**src/sv/tcp_video_packet_classifier_defines.svh**
```systemverilog
// Assertion macros shared by the classifier RTL
`ifndef TCP_VIDEO_PACKET_CLASSIFIER_DEFINES_SVH
`define TCP_VIDEO_PACKET_CLASSIFIER_DEFINES_SVH

`ifndef SYNTHESIS

`define TVPC_ASSERT_IMPLY(label, clk, rst_n, ante, cons) \
    label: assert property (@(posedge clk) disable iff (!rst_n) (ante) |-> (cons)) \
        else $error("tvpc: same-cycle check failed");

`define TVPC_ASSERT_NEXT(label, clk, rst_n, ante, cons) \
    label: assert property (@(posedge clk) disable iff (!rst_n) (ante) |=> (cons)) \
        else $error("tvpc: next-cycle check failed");

`define TVPC_ASSERT_AFTER2(label, clk, rst_n, ante, cons) \
    label: assert property (@(posedge clk) disable iff (!rst_n) (ante) |-> ##2 (cons)) \
        else $error("tvpc: two-cycle latency check failed");

`else

`define TVPC_ASSERT_IMPLY(label, clk, rst_n, ante, cons)
`define TVPC_ASSERT_NEXT(label, clk, rst_n, ante, cons)
`define TVPC_ASSERT_AFTER2(label, clk, rst_n, ante, cons)

`endif

`endif

```
**src/sv/tvpc_pkg.sv**
```systemverilog
// Shared types, constants and match-string tables for the packet classifier
package tvpc_pkg;

    localparam int unsigned FRAME_LENGTH_LIMIT_DEFAULT = 65535;
    localparam int unsigned QUEUE_DEPTH_DEFAULT        = 4;

    localparam int unsigned S_TDATA_W  = 8;
    localparam int unsigned M_TDATA_W  = 88;
    localparam int unsigned CFG_ADDR_W = 1;
    localparam int unsigned CFG_DATA_W = 8;

    localparam logic [CFG_ADDR_W-1:0] REG_PREFIX_FIRST  = 1'd0;
    localparam logic [CFG_ADDR_W-1:0] REG_PREFIX_SECOND = 1'd1;

    localparam logic [7:0] PREFIX_FIRST_RESET  = 8'h00;
    localparam logic [7:0] PREFIX_SECOND_RESET = 8'h24;

    localparam logic [30:0] COUNT_MAX = 31'h7FFF_FFFF;

    localparam int unsigned STATUS_LEN = 28;
    localparam int unsigned VIDEO_LEN  = 20;

    localparam logic [8*STATUS_LEN-1:0] STATUS_TEXT = "HTTP/1.1 206 Partial Content";
    localparam logic [8*VIDEO_LEN-1:0]  VIDEO_TEXT  = "Content-Type: video/";

    // One queued result: a frame verdict or a tick marker
    typedef struct packed {
        logic        kind;
        logic        up;
        logic        tcp;
        logic        partial;
        logic        video;
        logic [15:0] len;
    } t_rec;

    function automatic logic [7:0] status_char(input logic [4:0] idx);
        logic [7:0] c;
        c = 8'h00;
        if (idx < 5'(STATUS_LEN)) begin
            c = STATUS_TEXT[8*(STATUS_LEN-1-int'(idx)) +: 8];
        end
        return c;
    endfunction

    function automatic logic [7:0] video_char(input logic [4:0] idx);
        logic [7:0] c;
        c = 8'h00;
        if (idx < 5'(VIDEO_LEN)) begin
            c = VIDEO_TEXT[8*(VIDEO_LEN-1-int'(idx)) +: 8];
        end
        return c;
    endfunction

endpackage

```
**src/sv/tvpc_front.sv**
```systemverilog
// Front end: header parsing, string matching and verdict per frame byte
module tvpc_front #(
    parameter int unsigned FRAME_LENGTH_LIMIT = tvpc_pkg::FRAME_LENGTH_LIMIT_DEFAULT
) (
    input  logic                                i_clk,
    input  logic                                i_rst_n,
    input  logic                                i_cfg_we,
    input  logic [tvpc_pkg::CFG_ADDR_W-1:0]     i_cfg_addr,
    input  logic [tvpc_pkg::CFG_DATA_W-1:0]     i_cfg_wdata,
    input  logic                                i_valid,
    output logic                                o_ready,
    input  logic                                i_kind,
    input  logic [7:0]                          i_data,
    input  logic                                i_last,
    output logic                                o_rec_valid,
    output tvpc_pkg::t_rec                      o_rec,
    input  logic                                i_rec_ready
);

    localparam logic [15:0] LimitPos = 16'(FRAME_LENGTH_LIMIT);

    logic [7:0]  r_pref0, r_pref1;
    logic [15:0] r_pos,   n_pos;
    logic [7:0]  r_first, n_first;
    logic        r_up,    n_up;
    logic [3:0]  r_ihl,   n_ihl;
    logic [7:0]  r_ps,    n_ps;
    logic        r_tcp,   n_tcp;
    logic        r_ok,    n_ok;
    logic [11:0] r_sm,    n_sm;
    logic [18:0] r_vm,    n_vm;
    logic        r_vseen, n_vseen;
    logic [15:0] r_vend,  n_vend;

    logic        w_acc, w_byte, w_take, w_end;
    logic [6:0]  w_q;
    logic        w_at_q, w_in_status, w_q_ok, w_vhit;
    logic [7:0]  w_ps_new;
    logic [15:0] w_diff;
    logic [12:0] w_sm_n;
    logic [19:0] w_vm_n;
    logic [6:0]  w_q_final;
    logic        w_up_v, w_tcp_v, w_partial_v, w_video_v;

    assign o_ready = i_rec_ready;
    assign w_acc   = i_valid && i_rec_ready;
    assign w_byte  = w_acc && !i_kind;
    assign w_take  = w_byte && (r_pos < LimitPos);
    assign w_end   = w_byte && i_last;

    assign w_q         = 7'd26 + {1'b0, r_ihl, 2'b00};
    assign w_at_q      = (r_pos == {9'd0, w_q});
    assign w_ps_new    = 8'd14 + {2'b00, r_ihl, 2'b00} + {2'b00, i_data[7:4], 2'b00};
    assign w_diff      = r_pos - {8'd0, r_ps};
    assign w_in_status = (r_pos > {9'd0, w_q}) && (r_pos >= {8'd0, r_ps}) &&
                         (w_diff < 16'(tvpc_pkg::STATUS_LEN));

    // Shift-and matchers: bit j means the last j+1 bytes equal the string head
    always_comb begin
        w_sm_n[0] = (i_data == tvpc_pkg::status_char(5'd0));
        for (int j = 1; j < 13; j++) begin
            w_sm_n[j] = r_sm[j-1] && (i_data == tvpc_pkg::status_char(5'(j)));
        end
        w_vm_n[0] = (i_data == tvpc_pkg::video_char(5'd0));
        for (int j = 1; j < 20; j++) begin
            w_vm_n[j] = r_vm[j-1] && (i_data == tvpc_pkg::video_char(5'(j)));
        end
    end

    assign w_vhit = w_vm_n[19];
    // Payload at or before the offset byte: the held bytes must already match
    assign w_q_ok = (i_data[7:4] > 4'd3) || w_sm_n[4'd12 - {i_data[5:4], 2'b00}];

    always_comb begin
        n_pos   = r_pos;
        n_first = r_first;
        n_up    = r_up;
        n_ihl   = r_ihl;
        n_ps    = r_ps;
        n_tcp   = r_tcp;
        n_ok    = r_ok;
        n_sm    = r_sm;
        n_vm    = r_vm;
        n_vseen = r_vseen;
        n_vend  = r_vend;
        if (w_take) begin
            n_pos = r_pos + 16'd1;
            n_sm  = w_sm_n[11:0];
            n_vm  = w_vm_n[18:0];
            if (r_pos == 16'd0) begin
                n_first = i_data;
            end
            if (r_pos == 16'd1) begin
                n_up = (r_first == r_pref0) && (i_data == r_pref1);
            end
            if (r_pos == 16'd14) begin
                n_ihl = i_data[3:0];
            end
            if (r_pos == 16'd23) begin
                n_tcp = (i_data == 8'd6);
            end
            if (w_at_q) begin
                n_ps = w_ps_new;
                n_ok = r_ok && w_q_ok;
            end else if (w_in_status) begin
                n_ok = r_ok && (i_data == tvpc_pkg::status_char(w_diff[4:0]));
            end
            if (!r_vseen && w_vhit) begin
                n_vseen = 1'b1;
                n_vend  = r_pos + 16'd1;
            end
        end
    end

    // Verdict from the state as it stands after this byte
    assign w_q_final   = 7'd26 + {1'b0, n_ihl, 2'b00};
    assign w_up_v      = (n_pos >= 16'd2) && n_up;
    assign w_tcp_v     = (n_pos >= 16'd24) && n_tcp;
    assign w_partial_v = w_tcp_v && (n_pos > {9'd0, w_q_final}) && n_ok &&
                         ({1'b0, n_pos} >= ({9'd0, n_ps} + 17'd28));
    assign w_video_v   = w_partial_v && (n_pos >= 16'd22) && n_vseen &&
                         (({1'b0, n_vend} + 17'd2) <= {1'b0, n_pos});

    assign o_rec_valid = i_valid && (i_kind || i_last);

    always_comb begin
        o_rec = '0;
        if (i_kind) begin
            o_rec.kind = 1'b1;
        end else begin
            o_rec.up      = w_up_v;
            o_rec.tcp     = w_tcp_v;
            o_rec.partial = w_partial_v;
            o_rec.video   = w_video_v;
            o_rec.len     = n_pos;
        end
    end

    always_ff @(posedge i_clk) begin
        if (!i_rst_n) begin
            r_pref0 <= tvpc_pkg::PREFIX_FIRST_RESET;
            r_pref1 <= tvpc_pkg::PREFIX_SECOND_RESET;
        end else if (i_cfg_we) begin
            unique case (i_cfg_addr)
                tvpc_pkg::REG_PREFIX_FIRST:  r_pref0 <= i_cfg_wdata;
                tvpc_pkg::REG_PREFIX_SECOND: r_pref1 <= i_cfg_wdata;
            endcase
        end
    end

    always_ff @(posedge i_clk) begin
        if (!i_rst_n || w_end) begin
            r_pos   <= '0;
            r_first <= '0;
            r_up    <= 1'b0;
            r_ihl   <= '0;
            r_ps    <= '0;
            r_tcp   <= 1'b0;
            r_ok    <= 1'b1;
            r_sm    <= '0;
            r_vm    <= '0;
            r_vseen <= 1'b0;
            r_vend  <= '0;
        end else begin
            r_pos   <= n_pos;
            r_first <= n_first;
            r_up    <= n_up;
            r_ihl   <= n_ihl;
            r_ps    <= n_ps;
            r_tcp   <= n_tcp;
            r_ok    <= n_ok;
            r_sm    <= n_sm;
            r_vm    <= n_vm;
            r_vseen <= n_vseen;
            r_vend  <= n_vend;
        end
    end

endmodule

```
**src/sv/tvpc_fifo.sv**
```systemverilog
// Small result queue between the front end and the back end
module tvpc_fifo #(
    parameter int unsigned WIDTH = $bits(tvpc_pkg::t_rec),
    parameter int unsigned DEPTH = tvpc_pkg::QUEUE_DEPTH_DEFAULT
) (
    input  logic             i_clk,
    input  logic             i_rst_n,
    input  logic             i_push,
    input  logic [WIDTH-1:0] i_data,
    output logic             o_full,
    input  logic             i_pop,
    output logic [WIDTH-1:0] o_data,
    output logic             o_empty
);

    localparam int unsigned PtrW = (DEPTH > 1) ? $clog2(DEPTH) : 1;
    localparam int unsigned CntW = $clog2(DEPTH + 1);
    localparam logic [PtrW-1:0] LastPtr = PtrW'(DEPTH - 1);

    logic [WIDTH-1:0] r_mem [DEPTH];
    logic [PtrW-1:0]  r_wr, n_wr, r_rd, n_rd;
    logic [CntW-1:0]  r_cnt, n_cnt;
    logic             w_push, w_pop;

    assign o_full  = (r_cnt == CntW'(DEPTH));
    assign o_empty = (r_cnt == '0);
    assign o_data  = r_mem[r_rd];
    assign w_push  = i_push && !o_full;
    assign w_pop   = i_pop && !o_empty;

    always_comb begin
        n_wr  = r_wr;
        n_rd  = r_rd;
        n_cnt = r_cnt;
        if (w_push) begin
            n_wr = (r_wr == LastPtr) ? '0 : r_wr + 1'b1;
        end
        if (w_pop) begin
            n_rd = (r_rd == LastPtr) ? '0 : r_rd + 1'b1;
        end
        if (w_push && !w_pop) begin
            n_cnt = r_cnt + 1'b1;
        end else if (w_pop && !w_push) begin
            n_cnt = r_cnt - 1'b1;
        end
    end

    always_ff @(posedge i_clk) begin
        if (w_push) begin
            r_mem[r_wr] <= i_data;
        end
    end

    always_ff @(posedge i_clk) begin
        if (!i_rst_n) begin
            r_wr  <= '0;
            r_rd  <= '0;
            r_cnt <= '0;
        end else begin
            r_wr  <= n_wr;
            r_rd  <= n_rd;
            r_cnt <= n_cnt;
        end
    end

endmodule

```
**src/sv/tvpc_back.sv**
```systemverilog
// Back end: per-direction byte counters and the registered result stage
module tvpc_back (
    input  logic                              i_clk,
    input  logic                              i_rst_n,
    input  logic                              i_rec_valid,
    input  tvpc_pkg::t_rec                    i_rec,
    output logic                              o_rec_pop,
    output logic                              o_valid,
    input  logic                              i_ready,
    output logic [tvpc_pkg::M_TDATA_W-1:0]    o_tdata,
    output logic                              o_tuser
);

    logic        r_valid;
    logic        r_kind, r_up, r_tcp, r_partial, r_video;
    logic [15:0] r_len;
    logic [30:0] r_up_rate, r_dn_rate;
    logic [30:0] r_up_cnt, n_up_cnt;
    logic [30:0] r_dn_cnt, n_dn_cnt;
    logic        w_load;
    logic [31:0] w_sum;
    logic [30:0] w_sat;

    assign w_load    = !r_valid || i_ready;
    assign o_rec_pop = w_load && i_rec_valid;

    // Saturating add of the frame length to the counter of its direction
    assign w_sum = {1'b0, (i_rec.up ? r_up_cnt : r_dn_cnt)} + {16'd0, i_rec.len};
    assign w_sat = (w_sum > {1'b0, tvpc_pkg::COUNT_MAX}) ? tvpc_pkg::COUNT_MAX : w_sum[30:0];

    always_comb begin
        n_up_cnt = r_up_cnt;
        n_dn_cnt = r_dn_cnt;
        if (o_rec_pop) begin
            if (i_rec.kind) begin
                n_up_cnt = '0;
                n_dn_cnt = '0;
            end else if (i_rec.up) begin
                n_up_cnt = w_sat;
            end else begin
                n_dn_cnt = w_sat;
            end
        end
    end

    always_ff @(posedge i_clk) begin
        if (!i_rst_n) begin
            r_valid  <= 1'b0;
            r_up_cnt <= '0;
            r_dn_cnt <= '0;
        end else begin
            if (w_load) begin
                r_valid <= i_rec_valid;
            end
            r_up_cnt <= n_up_cnt;
            r_dn_cnt <= n_dn_cnt;
        end
    end

    always_ff @(posedge i_clk) begin
        if (o_rec_pop) begin
            r_kind    <= i_rec.kind;
            r_up      <= i_rec.up;
            r_tcp     <= i_rec.tcp;
            r_partial <= i_rec.partial;
            r_video   <= i_rec.video;
            r_len     <= i_rec.len;
            r_up_rate <= i_rec.kind ? r_up_cnt : '0;
            r_dn_rate <= i_rec.kind ? r_dn_cnt : '0;
        end
    end

    assign o_valid = r_valid;
    assign o_tuser = r_kind;
    assign o_tdata = {6'd0, r_dn_rate, r_up_rate, r_len, r_video, r_partial, r_tcp, r_up};

endmodule

```
**src/sv/tcp_video_packet_classifier.sv**
```systemverilog
// Top level of the TCP video packet classifier
//
// Input stream: one item per transfer. tuser = 0 carries one captured Ethernet
// frame byte in tdata, with tlast on the final byte of the frame; tuser = 1 is
// a one-second tick. Output stream: one result per frame (on its last byte)
// and one per tick. tuser = 0 is a frame verdict (direction, TCP, HTTP 206,
// video content type, frame length); tuser = 1 is a byte-rate report that
// returns both direction counters and clears them.
// Throughput: one item per clock while the queue is not full; parsing and
// matching run on each byte as it arrives. A result goes into the queue at
// the edge that accepts its item and from there into the output register.
// The queue holds QUEUE_DEPTH results and the output register one more; while
// the receiver stalls they fill and s_axis_tready drops while the queue is
// full, so every input transfer waits, frame bytes that cause no result too.
// Reset (synchronous, active low) clears frame state, counters and the queue
// and loads the prefix registers with 0x00 and 0x24. The user must write the
// prefix registers through i_cfg_we / i_cfg_addr / i_cfg_wdata only while
// the block is idle; the block itself does not enforce this.
module tcp_video_packet_classifier #(
    parameter int unsigned FRAME_LENGTH_LIMIT = tvpc_pkg::FRAME_LENGTH_LIMIT_DEFAULT,
    parameter int unsigned QUEUE_DEPTH        = tvpc_pkg::QUEUE_DEPTH_DEFAULT
) (
    input  logic                              i_clk,
    input  logic                              i_rst_n,
    input  logic                              i_cfg_we,
    input  logic [tvpc_pkg::CFG_ADDR_W-1:0]   i_cfg_addr,
    input  logic [tvpc_pkg::CFG_DATA_W-1:0]   i_cfg_wdata,
    input  logic                              s_axis_tvalid,
    output logic                              s_axis_tready,
    // [7:0] data_byte
    input  logic [tvpc_pkg::S_TDATA_W-1:0]    s_axis_tdata,
    // [0] kind
    input  logic                              s_axis_tuser,
    input  logic                              s_axis_tlast,
    output logic                              m_axis_tvalid,
    input  logic                              m_axis_tready,
    // [0] is_upstream, [1] is_tcp, [2] is_partial_content, [3] is_video,
    // [19:4] frame_length, [50:20] upstream_rate, [81:51] downstream_rate
    output logic [tvpc_pkg::M_TDATA_W-1:0]    m_axis_tdata,
    // [0] report_kind
    output logic                              m_axis_tuser
);

    `include "tcp_video_packet_classifier_defines.svh"

    tvpc_pkg::t_rec w_front_rec, w_queue_rec;
    logic           w_front_valid, w_queue_full, w_queue_empty, w_queue_pop;

    tvpc_front #(
        .FRAME_LENGTH_LIMIT(FRAME_LENGTH_LIMIT)
    ) u_front (
        .i_clk       (i_clk),
        .i_rst_n     (i_rst_n),
        .i_cfg_we    (i_cfg_we),
        .i_cfg_addr  (i_cfg_addr),
        .i_cfg_wdata (i_cfg_wdata),
        .i_valid     (s_axis_tvalid),
        .o_ready     (s_axis_tready),
        .i_kind      (s_axis_tuser),
        .i_data      (s_axis_tdata),
        .i_last      (s_axis_tlast),
        .o_rec_valid (w_front_valid),
        .o_rec       (w_front_rec),
        .i_rec_ready (!w_queue_full)
    );

    tvpc_fifo #(
        .WIDTH($bits(tvpc_pkg::t_rec)),
        .DEPTH(QUEUE_DEPTH)
    ) u_queue (
        .i_clk   (i_clk),
        .i_rst_n (i_rst_n),
        .i_push  (w_front_valid),
        .i_data  (w_front_rec),
        .o_full  (w_queue_full),
        .i_pop   (w_queue_pop),
        .o_data  (w_queue_rec),
        .o_empty (w_queue_empty)
    );

    tvpc_back u_back (
        .i_clk       (i_clk),
        .i_rst_n     (i_rst_n),
        .i_rec_valid (!w_queue_empty),
        .i_rec       (w_queue_rec),
        .o_rec_pop   (w_queue_pop),
        .o_valid     (m_axis_tvalid),
        .i_ready     (m_axis_tready),
        .o_tdata     (m_axis_tdata),
        .o_tuser     (m_axis_tuser)
    );

    `TVPC_ASSERT_IMPLY(a_video_needs_partial, i_clk, i_rst_n,
        m_axis_tvalid && !m_axis_tuser && m_axis_tdata[3], m_axis_tdata[2] && m_axis_tdata[1])
    `TVPC_ASSERT_IMPLY(a_verdict_shape, i_clk, i_rst_n, m_axis_tvalid && !m_axis_tuser,
        (m_axis_tdata[81:20] == '0) && (m_axis_tdata[19:4] != '0))
    `TVPC_ASSERT_NEXT(a_accept_fills_queue, i_clk, i_rst_n,
        s_axis_tvalid && s_axis_tready && (s_axis_tuser || s_axis_tlast), !w_queue_empty)
    `TVPC_ASSERT_AFTER2(a_tick_latency, i_clk, i_rst_n,
        s_axis_tvalid && s_axis_tready && s_axis_tuser && w_queue_empty && !m_axis_tvalid,
        m_axis_tvalid && m_axis_tuser)

endmodule

```
**config.mk**
```make
export PLATFORM = sky130hd
export DESIGN_NAME = tcp_video_packet_classifier
export DESIGN_NICKNAME = d
export VERILOG_FILES = /design/src/sv/tvpc_pkg.sv /design/src/sv/tvpc_front.sv /design/src/sv/tvpc_fifo.sv /design/src/sv/tvpc_back.sv /design/src/sv/tcp_video_packet_classifier.sv
export VERILOG_INCLUDE_DIRS = /design/src /design/src/sv
export SDC_FILE = /design/constraint.sdc
export NUM_CORES = 1
export LEC_CHECK = 0
export ABC_AREA = 1
export BUFFER_PORTS_ARGS = -buffer_cell sky130_fd_sc_hd__buf_2
export CAP_MARGIN = 20
export CORE_AREA = 2 2 174 176
export DETAILED_ROUTE_END_ITERATION = 10
export DIE_AREA = 0 0 176 178
export PLACE_DENSITY = 0.89
export SLEW_MARGIN = 20
export SYNTH_ARGS = -nofsm -noshare
export SYNTH_HDL_FRONTEND = slang
export SYNTH_SLANG_ARGS = --single-unit
```
**constraint.sdc**
```tcl
create_clock -name i_clk -period 14.3 [get_ports i_clk]
set_input_delay 1.43 -clock i_clk [delete_from_list [all_inputs] [get_ports i_clk]]
set_output_delay 1.43 -clock i_clk [all_outputs]
set_load 0.02 [all_outputs]
```
Yosys cells after proc, flatten, opt, wreduce, memory -nomap -nowiden
Memory sizes are Yosys's and may differ from the RTL's. A register that Yosys moved wholly into a read port is not among the register bits.
Cells that the tools add are included.
- memories: 1
- logic and storage cells: 207
- bits in writable memories: 84
- output and inout port bits: 91
- register bits: 256
- reductions and logical operators: 76
- equal/unequal tests: 34
- muxes and demuxes: 38
- add/sub/neg operators: 15
- magnitude comparators: 14
- bitwise operators: 1
- shift operators: 1
- memory list (memory ; words ; bits a word ; read ports ; clocked after memory_dff ; write ports ; line ; text):
    u_queue.r_mem ; 4 ; 21 ; 1 ; 1 ; 1 ; tvpc_fifo.sv:20 ; logic [WIDTH-1:0] r_mem [DEPTH];
- operators with widths (kind ; count):
    indexed part select 224 x 33 -> 8 bit, first input constant ; 1
    2-to-1 mux 31 bit ; 6
    equality test 8 x 7 -> 1 bit, second input constant ; 13
    equality test 8 x 6 -> 1 bit, second input constant ; 9
    logical AND 1 bit ; 55
    2-to-1 mux 16 bit ; 3
    2-to-1 mux 8 bit ; 6
    adder 31 x 16 -> 32 bit ; 1
    >= comparator 16 x 5 -> 1 bit, second input constant ; 2
    greater-than comparator 16 x 7 -> 1 bit ; 2
    greater-than comparator 32 x 31 -> 1 bit, second input constant ; 1
    equality test 8 bit ; 3
    2-to-1 mux 20 bit ; 1
    adder 16 x 2 -> 17 bit, second input constant ; 1
    >= comparator 16 x 17 -> 1 bit ; 1
    <= comparator 17 x 16 -> 1 bit ; 1
    adder 16 x 1 -> 16 bit, second input constant ; 1
    equality test 16 x 1 -> 1 bit, second input constant ; 1
    equality test 16 x 4 -> 1 bit, second input constant ; 1
    equality test 16 x 5 -> 1 bit, second input constant ; 1
    equality test 16 x 7 -> 1 bit ; 1
    >= comparator 16 x 2 -> 1 bit, second input constant ; 1
    >= comparator 16 x 8 -> 1 bit ; 1
    zero test 16 bit ; 1
    other kinds (30) ; 65

Longest topological paths before layout
Gate-level depths: netlist of the first run.
- depth in word-level cells: 18
- depth in mapped cells: 35
- depth with buffers taken out: 34

By module
Synthesis of the first run repeated with hierarchy kept, for this count alone.
- cells, all modules: 2292
- area total of the unflattened synthesis: 18411.4 um^2
- by module, submodules not included (module ; sequential area each (um^2) ; cells an instance ; area an instance (um^2) ; times used):
    tvpc_back ; 3753.6 ; 936 ; 7483.4 ; 1
    tvpc_front ; 1901.8 ; 1078 ; 7236.9 ; 1
    tvpc_fifo ; 2702.6 ; 276 ; 3683.5 ; 1
    tcp_video_packet_classifier ; 0.0 ; 2 ; 7.5 ; 1

Worst setup path after synthesis of the first run
OpenSTA, ideal clock, no wires.
- kind: input port to flip-flop
- from: input m_axis_tready
- to: register u_queue.r_cnt[1]
- stages on the path: 8
- data arrival time: 7471 ps
- setup slack: 6710 ps
- path buffers: 0
- cells stage by stage: nor2_1 -> a31oi_1 -> inv_1 -> ha_1 -> inv_1 -> fa_1 -> o21ai_0 -> a21oi_1
- longest elaborated chain between the ends: 6
- elaborated cells on any way between the ends: 8
- ends and longest elaborated chain (element ; line ; text):
    start, declared ; tcp_video_packet_classifier.sv:36 ; input logic m_axis_tready,
    logical OR 1 bit ; tvpc_back.sv:24 ; assign w_load = !r_valid || i_ready;
    logical AND 1 bit ; tvpc_back.sv:25 ; assign o_rec_pop = w_load && i_rec_valid;
    via u_back.o_rec_pop ; tvpc_back.sv:7 ; output logic o_rec_pop,
    logical AND 1 bit ; tvpc_fifo.sv:29 ; assign w_pop = i_pop && !o_empty;
    zero test 1 bit ; tvpc_fifo.sv:41 ; if (w_push && !w_pop) begin
    logical AND 1 bit ; tvpc_fifo.sv:41 ;
    2-to-1 mux 3 bit ; tvpc_fifo.sv:41 ;
    via u_queue.n_cnt[1] ; tvpc_fifo.sv:22 ; logic [CntW-1:0] r_cnt, n_cnt;
    end signal, assigned ; tvpc_fifo.sv:62 ; r_cnt <= n_cnt;
    end, declared ; tvpc_fifo.sv:22 ;
The timed path passes the listed nets, and every way through them passes these cells.
A chain may end at the register's enable or synchronous reset.

==> impl_metrics.json, run 1 <==
{
  "post_cts_buffers": 0,
  "cellPowerDensity_mw_per_mm2": 203.0,
  "min_path_type": "flop to flop",
  "post-dp-hpwl_um": 28850,
  "max_slew.worst_pin.slew_ns": 0.9786,
  "io_buffer_count": 108,
  "ys_types": 57,
  "detail_route.wl_per_cell_um": 16.64,
  "r2r_cells": 19,
  "nets": 2249,
  "peakVddDrop_mv": 0.1349,
  "diodes": 0,
  "critPathMaxFanout": 64,
  "ys_ff_latch": 334,
  "grt-ovfl-total": 0,
  "r2r_slack_ns": 8.91,
  "core_area_mm2": 0.02940,
  "fp-row-count": 63,
  "final_util_pct": 65.36,
  "firstDrtPassIters": 5,
  "setup_viol": 0,
  "hold_viol_final": 0,
  "synth_area_leader_cell": "edfxtp_1",
  "totalWireLength_um": 42520,
  "drt-initial-drc-count": 1896,
  "via_count": 14790,
  "start_util_pct": 59.04,
  "grt_max_degree": 95,
  "critPathArrivalTime_ns": 5.79,
  "routabilityCongestion": 0.9509,
  "status": "finished clean",
  "clockBufferDepth": 3,
  "worstReg2RegEnd": "u_back.r_dn_cnt[28]",
  "skew_ns": 0.02302,
  "fillerInstances": 2267,
  "postCtsResizedCells": 0,
  "io_pins": 115,
  "clk_pin_slew_ns": 0.06,
  "rsz0062_at_grt": "no",
  "cts_sinks": 334,
  "drive_gt1_share_pct": 11.27,
  "netlist_area_mm2": 0.01736,
  "root_buffer": "clkbuf_16",
  "area_delta_synth_final_pct": 10.71,
  "setup.worst_path.end": "u_back.r_dn_cnt[28]",
  "max_slew_margin_pct": 34.76,
  "cap_violations": 0,
  "synth_warnings": 0,
  "hold_buffers": 0,
  "vias_per_cell": 5.788,
  "numCtsBuffers": 36,
  "dieArea_mm2": 0.03133,
  "synth_top_cell_area_share_pct": 28.89,
  "cts_max_level": 2,
  "worstSetupPathType": "flop to flop",
  "die_x_um": 176,
  "grt_pass1_vias": 13990,
  "seq_area_frac_synth_pct": 48.15,
  "syn_area_per_cell_um2": 8.394,
  "p_leak_nw": 8.146,
  "p_total_mw": 3.902,
  "globalRouteTotalUtil_pct": 26.85,
  "cp-end-kind": "flop",
  "cp.required_ns": 14.69,
  "finalCritPeriodShare_pct": 37.71,
  "cp-start-kind": "flop",
  "synth_cells": 2068,
  "antenna_found_initial": 1,
  "clkLatencyLatePin_ns": 0.53,
  "timing.fmax_ghz": 0.1854,
  "cts_tree": "yes",
  "setup_tns_ns": 0,
  "drc_errors": 0,
  "period_minus_slack_ns": 5.393,
  "slew_violations": 0,
  "ant_nets": 0,
  "synth_area_leaders": "edfxtp_1 (29%), dfxtp_1 (19%), nand2_1 (6.4%), o21ai_0 (6.2%), nor2_1 (6.2%)",
  "fp.dieH_um": 178,
  "grt_pass1_wl_um": 68230
}
-- registers in the layout, summed over array words and instances (netlist names), 16 cells and up, named ones only --
| name | count |
|---|---|
| u_back.r_dn_cnt | 31 |
| u_back.r_dn_rate | 31 |
| u_back.r_len | 16 |
| u_back.r_up_cnt | 31 |
| u_back.r_up_rate | 31 |
| u_front.r_pos | 16 |
| u_front.r_vend | 16 |
| u_front.r_vm | 19 |
| u_queue.r_mem | 84 |
-- cell usage after synthesis, drive strengths merged --
cell / n
nor3: 33
conb: 1
inv: 245
xor2: 49
or4: 1
xnor2: 24
or2: 9
dfxtp: 167
o21a: 4
clkbuf: 60
nand3: 83
ha: 82
o41ai: 1
a21oi: 146
a211oi: 1
a32oi: 2
nor2: 297
o221ai: 1
edfxtp: 167
a31oi: 7
o2111ai: 1
nor4: 4
o21bai: 4
o31ai: 1
nand4: 42
nand3b: 5
nor4b: 1
buf: 32
o22ai: 18
fa: 4
nor3b: 2
a21o: 3
nand2: 310
a31o: 1
o21ai: 255
o211a: 1
o211ai: 3
a21boi: 1
-- layout by cell type (no fill, tap or decap), types with 11 or more instances in the layout --
cell type and instances:
xnor2_1 24, o22ai_1 18, nand2_1 298, o21ai_0 216, nand4_1 41, xor2_1 49
a21oi_1 143, o21ai_1 33, nor3_1 24, buf_2 108, nor2_1 286, inv_1 238
nand3_1 79, buf_4 12, clkinv_2 11, dfxtp_1 167, edfxtp_1 167, ha_1 82
clkbuf_16 36
-- where the power goes --
group / total, mW / switching, mW / internal (mW)
clock network: 0.892 / 0.382 / 0.510
registers: 1.40 / 0.102 / 1.29
logic: 1.61 / 1.14 / 0.473
total: 3.90 / 1.62 / 2.28
-- kinds of logic (layout without fill, tap and decap cells) --
family,Yosys count,count (layout),share of synthesized area (%)
flops,334,334,48.15
other cells,1,6,0.02160
xor+xnor,73,73,3.683
fa+ha+maj,86,86,6.372
compound gates,450,450,13.67
buf+inv,337,429,7.986
simple gates,787,787,20.12
-- layer usage --
layer / up-vias / global-route usage (%) / share of wire [%] / wire length [um]
li1: 7048 / - / - / -
met1: 6882 / 32.97 / 39 / 16690
met2: 720 / 47.49 / 49 / 21040
met3: 137 / 4.177 / 7.6 / 3236
met4: 2 / 10.81 / 3.6 / 1535
met5: - / 0 / 0.033 / 14
-- final cells by class --
type / count / area [um2] / area share, %
Timing Repair Buffer: 120 / 630.6 / 3.281
Multi-Input combinational cell: 1402 / 7686 / 39.99
Clock buffer: 44 / 980.9 / 5.104
Tap cell: 390 / 488.0 / 2.539
Sequential cell: 334 / 8358 / 43.49
Inverter: 245 / 919.6 / 4.785
Clock inverter: 20 / 155.1 / 0.8073
-- critical path: stages, from the launching register on --
cell and delay (ns):
dfxtp_1 0.78, inv_1 0.54, nand3_2 0.23, nand2_4 0.38, o21ai_0 0.40, ha_1 0.24
inv_1 0.06, fa_1 0.41, nand3b_1 0.18, nand2_1 0.12, a21boi_0 0.15, o21ai_1 0.30
nand2_1 0.09, nand2_1 0.16, nand2_1 0.13, nor3_2 0.32, nand4_1 0.18, xor2_1 0.17
o21ai_0 0.28, a21oi_1 0.13
-- per-stage QoR --
stage | instances | worst slack (ns) | hold WS (ns) | instance area (um2)
floorplan | 2073 | 6.710 | 0.4196 | 17380
global placement | 2491 | 8.932 | 0.4524 | 18080
detailed placement | 2491 | 8.812 | 0.4594 | 18080
CTS | 2555 | 8.977 | 0.4727 | 19220
global route | 2555 | 8.424 | 0.4934 | 19220
finish | 2555 | 8.907 | 0.4807 | 19220
-- how the worst min path moves through the flow --
stage | start | to | slack (ns) | cells after the start
after floorplan | u_front.r_ok | u_front.r_ok | 0.42 | 2
after global placement | u_front.r_vm[3] | u_front.r_vm[3] | 0.45 | 2
after detailed placement | u_front.r_vm[3] | u_front.r_vm[3] | 0.46 | 2
after CTS | u_front.r_vm[13] | u_front.r_vm[13] | 0.47 | 2
after global routing | u_front.r_sm[3] | u_front.r_sm[3] | 0.49 | 2
final | u_front.r_vm[4] | u_front.r_vm[4] | 0.48 | 2
No activity file was read; power rests on OpenSTA's default activity.
==> run 2: changes to the inputs <==
--- a/config.mk
+++ b/config.mk
@@ -6,13 +6,13 @@
 export SDC_FILE = /design/constraint.sdc
 export NUM_CORES = 1
 export LEC_CHECK = 0
-export ABC_AREA = 1
+export ABC_AREA = 0
 export BUFFER_PORTS_ARGS = -buffer_cell sky130_fd_sc_hd__buf_2
 export CAP_MARGIN = 20
-export CORE_AREA = 2 2 174 176
+export CORE_AREA = 2 2 183 185
 export DETAILED_ROUTE_END_ITERATION = 10
-export DIE_AREA = 0 0 176 178
-export PLACE_DENSITY = 0.89
+export DIE_AREA = 0 0 185 187
+export PLACE_DENSITY = 0.87
 export SLEW_MARGIN = 20
 export SYNTH_ARGS = -nofsm -noshare
 export SYNTH_HDL_FRONTEND = slang
==> constraint.sdc (replaced) <==
create_clock -name i_clk -period 4.4 [get_ports i_clk]
set_input_delay 0.44 -clock i_clk [delete_from_list [all_inputs] [get_ports i_clk]]
set_output_delay 0.44 -clock i_clk [all_outputs]
set_load 0.02 [all_outputs]
==> impl_metrics.json, run 2 <==
{
  "cp-start-kind": "flop",
  "clk_pin_slew_ns": 0.06,
  "die_x_um": 185,
  "status": "finished clean",
  "final_util_pct": 63.34,
  "grt-ovfl-total": 0,
  "cts_tree": "yes",
  "antenna_found_initial": 0,
  "final_cell_mix": "nand2_1 (175), edfxtp_1 (167), dfxtp_1 (159), nor2_1 (154), buf_2 (108)",
  "grt_pass1_wl_um": 69700,
  "skew_ns": 0.01735,
  "clockBufferDepth": 3,
  "totalWireLength_um": 44800,
  "routabilityCongestion": 0.9920,
  "post-dp-hpwl_um": 31500,
  "fp-row-count": 67,
  "p_leak_nw": 7.932,
  "netlist_top_cells_count": "nand2_1 (176), dfxtp_1 (167), edfxtp_1 (167), nor2_1 (161), a21oi_1 (93)",
  "max_slew.worst_pin.slew_ns": 1.117,
  "setup_viol": 0,
  "fin_area_mm2": 0.02081,
  "slew_violations": 0,
  "rsz0062_at_grt": "yes",
  "critPathArrivalTime_ns": 4.63,
  "root_buffer": "clkbuf_16",
  "grt_pass1_vias": 13830,
  "synth_cells": 1785,
  "path_cells": "inv_4 > ha_4 > xor2_1 > ha_1 > nand4_1 > nor2_2 > nand3_1 > buf_6 > buf_4 > nor2_1 > a21oi_1 > a311oi_1 > xor2_1 > ha_1 > o31a_1 > o21ai_1 > a222oi_1 > o21ai_1 > or4b_4 > nor2_4",
  "peakVddDrop_mv": 0.3204,
  "syn_area_per_cell_um2": 9.971,
  "ys_types": 90,
  "cap_violations": 0,
  "core_area_mm2": 0.03286,
  "cellPowerDensity_mw_per_mm2": 510.9,
  "critPathMaxFanout": 7,
  "finalCritPeriodShare_pct": 96.88,
  "nets": 2052,
  "seq_area_frac_synth_pct": 46.96,
  "via_count": 14440,
  "diodes": 0,
  "ys_async_sr_fraction_pct": 0,
  "final_common_cell": "nand2_1",
  "crit_slowest_cell": "or4b_4",
  "dieArea_mm2": 0.03460,
  "synth_area_leaders": "edfxtp_1 (28%), dfxtp_1 (19%), ha_1 (5.8%), nand2_1 (3.7%), nor2_1 (3.4%)",
  "detail_route.wl_per_cell_um": 18.54,
  "drt-initial-drc-count": 1452,
  "hold_viol_final": 0,
  "io_buffer_count": 108,
  "synth_ff_type": "edfxtp_1",
  "globalRouteTotalUtil_pct": 24.77,
  "synth_top_cell_area_share_pct": 28.18,
  "area_delta_synth_final_pct": 16.94,
  "io_pins": 115,
  "drc_errors": 0,
  "period_minus_slack_ns": 4.263,
  "worstSetupPathType": "flop to flop",
  "netlist_area_mm2": 0.01780,
  "cts_max_level": 2,
  "firstDrtPassIters": 5,
  "drive_gt1_share_pct": 20.38,
  "largest_reg_flops": 84,
  "fillerInstances": 2495,
  "fp.dieH_um": 187,
  "placed_area_mm2": 0.01918,
  "cp-end-kind": "flop",
  "cts_sinks": 334,
  "clkLatencyLatePin_ns": 0.53,
  "start_util_pct": 54.16,
  "synth_area_leader_cell": "edfxtp_1",
  "synth_enable_flop_cells": 167,
  "ys_ff_latch": 334,
  "timing.fmax_ghz": 0.2346,
  "synth_warnings": 0,
  "grt_max_degree": 68,
  "regMostFlops": "u_queue.r_mem",
  "vias_per_cell": 5.975,
  "yosysMostFrequentCell": "nand2_1",
  "max_slew_margin_pct": 25.54,
  "ant_nets": 0,
  "numCtsBuffers": 34,
  "slowest_delay_ns": 0.55,
  "min_path_type": "input port to flop",
  "cp.required_ns": 4.77
}
==> run 2: kinds of logic (layout without fill, tap and decap cells) <==
family,Yosys count,count (layout),synth area share (%)
AND/OR/NAND/NOR,655,655,18.64
AO/OA/AOI/OAI,349,349,12.53
flip-flops,334,334,46.96
buffers and inverters,170,348,4.105
XOR/XNOR,100,100,4.921
multiplexers,90,90,6.608
adder cells (fa/ha/maj),86,86,6.214
other,1,6,0.02107
==> run 2: final timing paths <==
path / from / endpoint / slack (ns) / depth (start not counted)
max reg2reg: u_front.r_ihl[1] / u_queue.r_mem[1][16] / 0.14 / 20
min: i_cfg_wdata[2] / u_front.r_pref1[2] / 0.14 / 3
min reg2reg: u_front.r_vm[17] / u_front.r_vm[17] / 0.46 / 2
max: u_front.r_ihl[1] / u_queue.r_mem[1][16] / 0.14 / 20
==> run 2: final cells by class <==
| cell class | count | area (um2) | area share [%] |
|---|---|---|---|
| Sequential cell | 334 | 8376 | 40.24 |
| Multi-Input combinational cell | 1286 | 9001 | 43.25 |
| Timing Repair Buffer | 222 | 1438 | 6.907 |
| Clock inverter | 21 | 256.5 | 1.232 |
| Inverter | 64 | 244.0 | 1.172 |
| Clock buffer | 41 | 938.4 | 4.509 |
| Tap cell | 448 | 560.5 | 2.693 |
==> run 2: metrics by stage <==
step | setup TNS (ns) | power (mW) | hold WS, ns | worst slack (ns) | instances
2_1_floorplan | 0 | 6.606 | 0.4274 | 0.01611 | 1790
3_3_place_gp | 0 | 7.429 | 0.4385 | 0.09556 | 2338
3_5_place_dp | -0.6635 | 7.562 | 0.4484 | -0.1659 | 2338
4_1_cts | 0 | 10.62 | 0.1261 | 0.007389 | 2400
5_1_grt | -0.6717 | 11.09 | 0.1620 | -0.08691 | 2416
6_report | 0 | 10.63 | 0.1411 | 0.1372 | 2416
==> run 2: power by group <==
part           internal, mW  total (mW)  switching [mW]  leakage (nW)
sequential             3.98        4.21           0.227          2.95
combinational          1.16        3.38            2.22          4.40
clock                  1.83        3.04            1.22         0.585
==> run 2: what timing repair did <==
action / in CTS / in global routing
hold buffers: 0 / 0
pin swaps: 0 / 20
setup buffers: 0 / 16
resized for setup: 4 / 73
setup endpoints to repair: 4 / 54
==> run 2: metal layers <==
layer  track usage [%]  wire (um)  vias up
li1                  -          -     6693
met1             30.83      17710     6889
met2             42.67      22040      677
met3             3.933       3118      176
met4             10.32       1933        0
met5                 0          0        -
==> run 2: worst max-delay path, delay by kind of cell (launching register included) <==
family	cells	cell delay (ns)
and+or+nand+nor	6	1.18
buffers and inverters	3	0.37
AOI/OAI and AO/OA	6	1.12
DFF	1	0.35
xor gates and xnor gates	2	0.32
adders and majority gates	3	0.77
